===== src/hdl/mrfp_pkg.sv =====
package mrfp_pkg;

  localparam int unsigned EventWidth = 3;

  typedef enum logic [EventWidth-1:0] {
    EV_PARSING  = 3'd0,
    EV_GARBAGE  = 3'd1,
    EV_OVERFLOW = 3'd2,
    EV_CMD      = 3'd3,
    EV_INFO     = 3'd4,
    EV_PACKET   = 3'd5
  } event_e;

  localparam logic [7:0] ChStar   = 8'h2A;
  localparam logic [7:0] ChEquals = 8'h3D;
  localparam logic [7:0] ChD      = 8'h44;
  localparam logic [7:0] ChR      = 8'h52;
  localparam logic [7:0] ChI      = 8'h49;
  localparam logic [7:0] ChCr     = 8'h0D;
  localparam logic [7:0] ChLf     = 8'h0A;
  localparam logic [7:0] ChUpperA = 8'h41;
  localparam logic [7:0] ChUpperZ = 8'h5A;
  localparam logic [7:0] ChUpperF = 8'h46;
  localparam logic [7:0] ChZero   = 8'h30;
  localparam logic [7:0] ChNine   = 8'h39;
  localparam logic [7:0] ChLowerA = 8'h61;
  localparam logic [7:0] ChLowerF = 8'h66;

  // position of the second length digit in a "*DR=hh" header
  localparam int unsigned SizeLowPos = 5;

  typedef struct packed {
    logic       ok;
    logic [3:0] value;
  } hex_t;

  function automatic hex_t hex_decode(logic [7:0] c);
    hex_t r;
    r.ok    = 1'b1;
    r.value = 4'd0;
    if (c >= ChZero && c <= ChNine) begin
      r.value = 4'(c - ChZero);
    end else if (c >= ChLowerA && c <= ChLowerF) begin
      r.value = 4'(c - ChLowerA + 8'd10);
    end else if (c >= ChUpperA && c <= ChUpperF) begin
      r.value = 4'(c - ChUpperA + 8'd10);
    end else begin
      r.ok = 1'b0;
    end
    return r;
  endfunction

endpackage


===== src/hdl/modem_response_frame_parser.sv =====
// Modem response frame parser.
// Input channel rx_*: one received serial byte per transaction.
// Output channel res_*: exactly one result per input byte, in order, carrying
// the event code, the echo of a stored frame byte with its buffer index, and
// line or packet length on the completing byte.
// Frames: '*', two capitals, '='. "*DR=" takes a two-hex-digit length, the
// payload and CR LF; other lines end at CR LF ("*IR" gives an info event).
// Result valid is registered and rises in the cycle after the input transaction.
// Throughput: one byte per cycle when not stalled; the parser state and the
// result register are updated in the same cycle by one next-state pass.
// The result register is the only buffer: rx_ready_o is high while it is
// empty or being drained, so a stalled receiver holds the input back after
// one result is waiting.
// Reset (rst_ni low, asynchronous): parser idle, all counters zero, no result
// pending.
module modem_response_frame_parser
  import mrfp_pkg::*;
#(
  parameter int unsigned LINE_BUFFER_SIZE = 64
) (
  input  logic                  clk_i,
  input  logic                  rst_ni,
  input  logic                  rx_valid_i,
  output logic                  rx_ready_o,
  input  logic [7:0]            rx_byte_i,
  output logic                  res_valid_o,
  input  logic                  res_ready_i,
  output logic [EventWidth-1:0] event_res_o,
  output logic                  echo_valid_o,
  output logic                  echo_target_o,
  output logic [8:0]            echo_index_o,
  output logic [7:0]            echo_byte_o,
  output logic [5:0]            line_length_o,
  output logic [7:0]            packet_length_o
);

  localparam int unsigned PosWidth = $clog2(LINE_BUFFER_SIZE + 1);
  localparam logic [PosWidth-1:0] PosLimit = PosWidth'(LINE_BUFFER_SIZE);

  typedef enum logic [2:0] {
    PH_IDLE, PH_FIRST, PH_SECOND, PH_EQUALS, PH_SIZE, PH_PAYLOAD, PH_TEXT, PH_LF
  } phase_e;

  phase_e              phase_q, phase_d;
  logic [PosWidth-1:0] pos_q, pos_d;
  logic [7:0]          first_q, first_d;
  logic [7:0]          second_q, second_d;
  logic [7:0]          hi_digit_q, hi_digit_d;
  logic [7:0]          exp_len_q, exp_len_d;
  logic [8:0]          pay_cnt_q, pay_cnt_d;
  logic [7:0]          prev_byte_q, prev_byte_d;

  event_e              ev;
  logic                ev_valid, tgt, restart;
  logic [8:0]          idx;
  logic [5:0]          llen;
  logic [7:0]          plen;
  logic [PosWidth-1:0] pos_inc;
  logic [8:0]          llen_full;
  hex_t                hex_hi, hex_lo;

  logic rx_fire;

  assign rx_ready_o = !res_valid_o || res_ready_i;
  assign rx_fire    = rx_valid_i && rx_ready_o;

  assign pos_inc   = pos_q + PosWidth'(1);
  assign llen_full = 9'(pos_q) - 9'd1;
  assign hex_hi    = hex_decode(hi_digit_q);
  assign hex_lo    = hex_decode(rx_byte_i);

  always_comb begin
    phase_d     = phase_q;
    pos_d       = pos_q;
    first_d     = first_q;
    second_d    = second_q;
    hi_digit_d  = hi_digit_q;
    exp_len_d   = exp_len_q;
    pay_cnt_d   = pay_cnt_q;
    prev_byte_d = prev_byte_q;
    ev          = EV_PARSING;
    ev_valid    = 1'b0;
    tgt         = 1'b0;
    idx         = 9'd0;
    llen        = 6'd0;
    plen        = 8'd0;
    restart     = 1'b0;

    case (phase_q)
      PH_IDLE: begin
        if (rx_byte_i == ChStar) begin
          ev_valid = 1'b1;
          pos_d    = PosWidth'(1);
          phase_d  = PH_FIRST;
        end
      end
      PH_FIRST, PH_SECOND: begin
        if (rx_byte_i >= ChUpperA && rx_byte_i <= ChUpperZ) begin
          ev_valid = 1'b1;
          idx      = 9'(pos_q);
          pos_d    = pos_inc;
          if (phase_q == PH_FIRST) begin
            first_d = rx_byte_i;
            phase_d = PH_SECOND;
          end else begin
            second_d = rx_byte_i;
            phase_d  = PH_EQUALS;
          end
        end else begin
          ev      = EV_GARBAGE;
          restart = (rx_byte_i == ChStar);
        end
      end
      PH_EQUALS: begin
        if (rx_byte_i == ChEquals) begin
          ev_valid = 1'b1;
          idx      = 9'(pos_q);
          pos_d    = pos_inc;
          phase_d  = (first_q == ChD && second_q == ChR) ? PH_SIZE : PH_TEXT;
        end else begin
          ev      = EV_GARBAGE;
          restart = (rx_byte_i == ChStar);
        end
      end
      PH_SIZE: begin
        if (9'(pos_q) < 9'(SizeLowPos)) begin
          ev_valid   = 1'b1;
          idx        = 9'(pos_q);
          hi_digit_d = rx_byte_i;
          pos_d      = pos_inc;
        end else if (hex_hi.ok && hex_lo.ok) begin
          ev_valid  = 1'b1;
          idx       = 9'(pos_q);
          pos_d     = pos_inc;
          exp_len_d = {hex_hi.value, hex_lo.value};
          pay_cnt_d = 9'd0;
          phase_d   = PH_PAYLOAD;
        end else begin
          ev = EV_GARBAGE;
        end
      end
      PH_PAYLOAD: begin
        idx         = pay_cnt_q;
        pay_cnt_d   = pay_cnt_q + 9'd1;
        prev_byte_d = rx_byte_i;
        if (pay_cnt_d == 9'(exp_len_q) + 9'd2) begin
          if (prev_byte_q == ChCr && rx_byte_i == ChLf) begin
            ev_valid = 1'b1;
            tgt      = 1'b1;
            ev       = EV_PACKET;
            plen     = exp_len_q;
            phase_d  = PH_IDLE;
          end else begin
            ev = EV_GARBAGE;
          end
        end else begin
          ev_valid = 1'b1;
          tgt      = 1'b1;
        end
      end
      PH_TEXT: begin
        if (rx_byte_i == ChLf || rx_byte_i == ChStar) begin
          ev      = EV_GARBAGE;
          restart = (rx_byte_i == ChStar);
        end else begin
          idx   = 9'(pos_q);
          pos_d = pos_inc;
          if (pos_inc >= PosLimit) begin
            ev      = EV_OVERFLOW;
            phase_d = PH_IDLE;
          end else begin
            ev_valid = 1'b1;
            if (rx_byte_i == ChCr) begin
              phase_d = PH_LF;
            end
          end
        end
      end
      PH_LF: begin
        if (rx_byte_i == ChLf) begin
          ev_valid = 1'b1;
          idx      = 9'(pos_q);
          llen     = llen_full[5:0];
          ev       = (first_q == ChI && second_q == ChR) ? EV_INFO : EV_CMD;
          phase_d  = PH_IDLE;
        end else begin
          ev      = EV_GARBAGE;
          restart = (rx_byte_i == ChStar);
        end
      end
      default: begin
        phase_d = PH_IDLE;
      end
    endcase

    // a stray '*' reopens a frame
    if (ev == EV_GARBAGE) begin
      if (restart) begin
        ev_valid = 1'b1;
        tgt      = 1'b0;
        idx      = 9'd0;
        pos_d    = PosWidth'(1);
        phase_d  = PH_FIRST;
      end else begin
        phase_d = PH_IDLE;
      end
    end
  end

  always_ff @(posedge clk_i or negedge rst_ni) begin
    if (!rst_ni) begin
      phase_q     <= PH_IDLE;
      pos_q       <= '0;
      first_q     <= '0;
      second_q    <= '0;
      hi_digit_q  <= '0;
      exp_len_q   <= '0;
      pay_cnt_q   <= '0;
      prev_byte_q <= '0;
      res_valid_o <= 1'b0;
    end else begin
      if (rx_fire) begin
        phase_q     <= phase_d;
        pos_q       <= pos_d;
        first_q     <= first_d;
        second_q    <= second_d;
        hi_digit_q  <= hi_digit_d;
        exp_len_q   <= exp_len_d;
        pay_cnt_q   <= pay_cnt_d;
        prev_byte_q <= prev_byte_d;
      end
      if (rx_fire) begin
        res_valid_o <= 1'b1;
      end else if (res_ready_i) begin
        res_valid_o <= 1'b0;
      end
    end
  end

  always_ff @(posedge clk_i) begin
    if (rx_fire) begin
      event_res_o     <= ev;
      echo_valid_o    <= ev_valid;
      echo_target_o   <= ev_valid ? tgt : 1'b0;
      echo_index_o    <= ev_valid ? idx : 9'd0;
      echo_byte_o     <= ev_valid ? rx_byte_i : 8'd0;
      line_length_o   <= llen;
      packet_length_o <= plen;
    end
  end

endmodule


===== config.mk =====
export PLATFORM = sky130hd
export DESIGN_NAME = modem_response_frame_parser
export DESIGN_NICKNAME = d
export VERILOG_FILES = /design/src/hdl/mrfp_pkg.sv /design/src/hdl/modem_response_frame_parser.sv
export SDC_FILE = /design/constraint.sdc
export NUM_CORES = 1
export LEC_CHECK = 0
export ABC_CLOCK_PERIOD_IN_PS = 3800
export BUFFER_PORTS_ARGS = -buffer_cell sky130_fd_sc_hd__buf_4
export CAP_MARGIN = 20
export CORE_UTILIZATION = 35
export CTS_CLUSTER_DIAMETER = 150
export DETAILED_ROUTE_END_ITERATION = 8
export GPL_TIMING_DRIVEN = 0
export PLACE_DENSITY = 0.62
export SYNTH_ARGS = -nofsm -noshare
export SYNTH_HDL_FRONTEND = slang
export SYNTH_SLANG_ARGS = --single-unit

===== constraint.sdc =====
create_clock -name clk_i -period 3.8 [get_ports clk_i]
set_clock_uncertainty 0.15 [all_clocks]
set_input_delay 0.57 -clock clk_i [delete_from_list [all_inputs] [get_ports clk_i]]
set_output_delay 0.57 -clock clk_i [all_outputs]
set_load 0.005 [all_outputs]

==> impl_summary.log <==
[metrics] run status: complete, but fails checks
[metrics] violations in the final reports: DRC
[metrics] DRC: 3
[metrics] class of the tightest hold or removal check: primary input to asynchronous set/reset pin
[metrics] final setup violation count: 0
[metrics] die area: roughly 0.016 mm2
[metrics] power density over the cells: around 640 mW/mm2
[metrics] final hold slack: 154.0 ps
[metrics] diodes inserted: 0
[metrics] detailed-route wire length per cell: ~17 um
[metrics] share of post-route cells with drive strength above 1: between 10% and 20%
[metrics] Net Count, Synth: between 500 and 600
[metrics] number of vias after detailed routing: roughly 4.2k
[metrics] proportion of synthesized chip area in sequential cells: between 40 and 50%
[metrics] Setup Buffers After CTS: 0
[metrics] Sink Count: 96
[metrics] Avg Inst Size Synth: roughly 10 um2
[metrics] wirelength, routed: around 13 mm
[metrics] global-route wire length before repair: between 20 and 25 mm
[metrics] worst flop-to-flop path startpoint: pay_cnt_q[0]$_DFFE_PN0P_
[metrics] initial core utilization: approximately 36%
[metrics] number of fill cells: between 1k and 1.5k
[metrics] setup repair after global routing missed its margin: no
[metrics] part of the power in registers: between 30% and 40%
[metrics] Critical R2R Capture: echo_byte_o[7]$_SDFFCE_PN0P_
[metrics] actual slew at the worst max-slew pin: just under 800 ps
[metrics] count of pins on the block boundary: 50
[metrics] initial antenna violation count: 0
[metrics] path depth of the worst reg2reg path: 9
[metrics] Area growth, synth to finish: 16.41%
[metrics] endpoint required time on the critical path: around 3800 ps
[metrics] number of distinct standard cells referenced by the synthesized netlist: 77
[metrics] maximum buffer depth of the clock tree: 2
[metrics] total of cells resized after clock tree synthesis: 0
[metrics] via/cell ratio: about 5.5
[metrics] Crit Path Class: primary input to flop
[metrics] final worst-path cycle share: between 90 and 100%
[metrics] pre-CTS setup slack: -93.89 ps
[metrics] switching part of the total: a little under two fifths
[metrics] dominant register cell in the synthesized netlist: dfrtp_1
[metrics] final critical-path required period: roughly 3500 ps
[metrics] count of non-filler cells in the finished layout: 768
[metrics] clock transition at the registers of the reported paths: roughly 60 ps
[metrics] maximum vdd drop: 0.2947 mV
[metrics] final number of hold-violating endpoints: 0
[metrics] Mapped Area: between 0.005 and 0.006 mm2
[metrics] launching element type of the critical path: primary input
[metrics] worst endpoint data arrival time: between 3000 and 4000 ps
[metrics] clock tree from TritonCTS: built
[metrics] number of buffers created by CTS: 9
[metrics] gpl congestion: approximately 0.90
[metrics] max-slew violations: 0
[metrics] power share of the clock group: 21.3%
[metrics] DP Area: ~0.0059 mm2
[metrics] combined global-route utilization of all metal layers: between 10% and 20%
[metrics] DR iter-0 viols: 240
[metrics] pin count of the biggest net entering global routing: between 60 and 70
[metrics] Core Box Area: roughly 0.015 mm2
[metrics] hold bufs inserted after CTS: 0
[metrics] 1st-pass router iterations: 6
[metrics] row count: 44
[metrics] switching power: 1.474 mW
[metrics] synthesized flop and latch total: 96
[metrics] register cell area after layout: 0.002582 mm2
[metrics] area of all placed cells without fillers: 0.006213 mm2
[metrics] master cell of the clock root buffer: clkbuf_16
[metrics] IO buf count: a little under 50
[metrics] Register-to-Register Setup Slack: approximately 350 ps
[metrics] cell count after synthesis: 518
[metrics] leakage power total: 2.559 nW
[metrics] number of global-route vias before repair: just over 4k
[metrics] grt ovf: 0
[metrics] combined area of the multi-input logic cells: between 0.002 and 0.003 mm2
[metrics] relative contribution of combinational cells to total power: about two fifths
[metrics] H-Tree Depth: 3
[metrics] maximum capacitance violations: 0
[metrics] Cell Count Post-Placement: roughly 750
[metrics] final worst-path setup slack: approximately 290 ps
[metrics] estimated wirelength of the detail-placed design: slightly above 9 mm
[metrics] EDFF count, synth: 36
[metrics] internal power component: 2.507 mW
[metrics] maximum frequency from static timing analysis: between 0.2 and 0.3 GHz
[metrics] die boundary width: between 100 and 150 um
[metrics] warning count from the yosys run: 0
[metrics] # nets final: roughly 610
[metrics] Die Height: between 100 and 150 um
[metrics] clock latency on the worst-skew pair: around 350 ps
[metrics] share of synthesized flip-flops with an asynchronous set or reset: between 60% and 70%
[metrics] largest fanout on the critical path: 9
[metrics] max-slew headroom at the worst pin: about 47%
[metrics] antenna-violating nets left: 0
[metrics] Final Power: 3.981 mW
[metrics] category of the worst setup path capture point: flop
## worst max-delay path by stage
stage	cells past startpoint	end	start	slack (ps)
after detailed placement	12	echo_byte_o[7]$_SDFFCE_PN0P_	rx_byte_i[1]	-90
after global placement	7	prev_byte_q[5]$_DFFE_PN0P_	res_ready_i	-450
after CTS	9	echo_byte_o[7]$_SDFFCE_PN0P_	pay_cnt_q[0]$_DFFE_PN0P_	230
final	12	echo_byte_o[7]$_SDFFCE_PN0P_	rx_byte_i[1]	290
after global routing	9	echo_byte_o[5]$_SDFFCE_PN0P_	pay_cnt_q[0]$_DFFE_PN0P_	60
after floorplan	12	pos_q[0]$_DFFE_PN0P_	rx_byte_i[1]	510
## placed cells by master, fill, tap and decap left out, types with 3 or more instances in the layout
master and n:
o31ai_1 5, buf_2 8, edfxtp_1 36, nand3_1 25, mux2i_1 3, o21bai_1 6
and4b_1 4, and2_1 23, buf_4 49, dfrtp_1 60, nor2_1 42, xor2_1 4
o21ai_0 35, nor4b_1 3, nand2b_1 6, nor4_1 4, nand4_1 4, inv_1 13
nand2_1 45, nor3b_1 5, a21oi_1 18, a21o_1 7, mux2_2 22, a22oi_1 13
ha_1 15, clkbuf_16 9, nor3_1 10, clkinv_2 5, and3_1 4, xnor2_1 17
clkbuf_1 16, nor2b_1 6
## flip-flops by register name (all words and copies together), names as in the netlist
register / cells
prev_byte_q: 8
packet_length_o: 8
phase_q: 3
res_valid_o: 1
echo_index_o: 9
first_q: 8
hi_digit_q: 8
echo_target_o: 1
pay_cnt_q: 9
second_q: 8
echo_valid_o: 1
echo_byte_o: 8
line_length_o: 6
pos_q: 7
exp_len_q: 8
event_res_o: 3
## worst max-delay path, stage by stage
cell,delay (ps)
buf_4,100
buf_2,200
inv_1,120
ha_1,220
or3b_4,390
o41a_1,310
o22a_2,290
nand2_1,90
a21oi_1,160
nor4_4,520
a21oi_2,240
and2_1,240
## per-stage QoR
stage               TNS [ps]  util (%)
floorplan                  0         -
global route               0     42.27
detailed placement    -580.5     40.39
global placement       -6068     40.38
CTS                        0     42.24
finish                     0     42.27
## cell usage after synthesis (3+ instances only)
cell type  number  area [um2]
dfrtp_1        60        1501
nand2_1        45       168.9
nor2_1         42       157.7
edfxtp_1       36        1081
o21ai_0        35       175.2
nand3_1        25       125.1
and2_1         23       143.9
mux2_2         22       247.7
a21oi_1        18       90.09
xnor2_1        17       148.9
clkbuf_1       16       60.06
ha_1           15       187.7
a22oi_1        13       97.59
inv_1          13       48.80
nor3_1         10       50.05
a21o_1          7       52.55
buf_2           7       35.03
nand2b_1        6       37.54
nor2b_1         6       37.54
o21bai_1        6       45.04
nor3b_1         5       37.54
o31ai_1         5       37.54
and3_1          4       25.02
and4b_1         4       40.04
nand4_1         4       25.02
nor4_1          4       25.02
xor2_1          4       35.03
mux2i_1         3       30.03
nor4b_1         3       26.28
## area by class of cell
cell class | instances | area share, %
plain buffers | 25 | 1.671
clock buffers | 10 | 3.846
clock inverters | 6 | 0.5236
inverters | 15 | 0.9263
multi-input cells | 382 | 41.76
flip-flops and latches | 96 | 41.56
well taps | 184 | 3.705
repair buffers | 50 | 6.001
## power by group through the flow
stage / registers [mW] / clock network, mW / logic [mW]
final: 1.58 / 0.847 / 1.55
after global routing: 1.62 / 0.906 / 1.72
after CTS: 1.58 / 0.872 / 1.56
after detailed placement: 1.60 / 0 / 1.55
after global placement: 1.58 / 0 / 1.52
after floorplan: 1.55 / 0 / 1.13
## cell families after synthesis
logic type	after synthesis	synth area share, %
XOR/XNOR	22	3.891
buffers and inverters	40	3.000
multiplexers	25	5.204
AO/OA/AOI/OAI	120	15.71
AND/OR/NAND/NOR	200	20.30
adder cells (fa/ha/maj)	15	3.516
flip-flops	96	48.38
## metal layers
| metal | vias up | track usage, % | share of wire (%) |
|---|---|---|---|
| met1 | 2095 | 22.48 | 47 |
| met2 | 85 | 26.73 | 47 |
| li1 | 2020 | - | - |
| met4 | 0 | 7.102 | 2.1 |
| met3 | 23 | 3.466 | 3.5 |
| met5 | - | 0 | 0 |
Note: power is estimated with default switching activity, not from simulation.
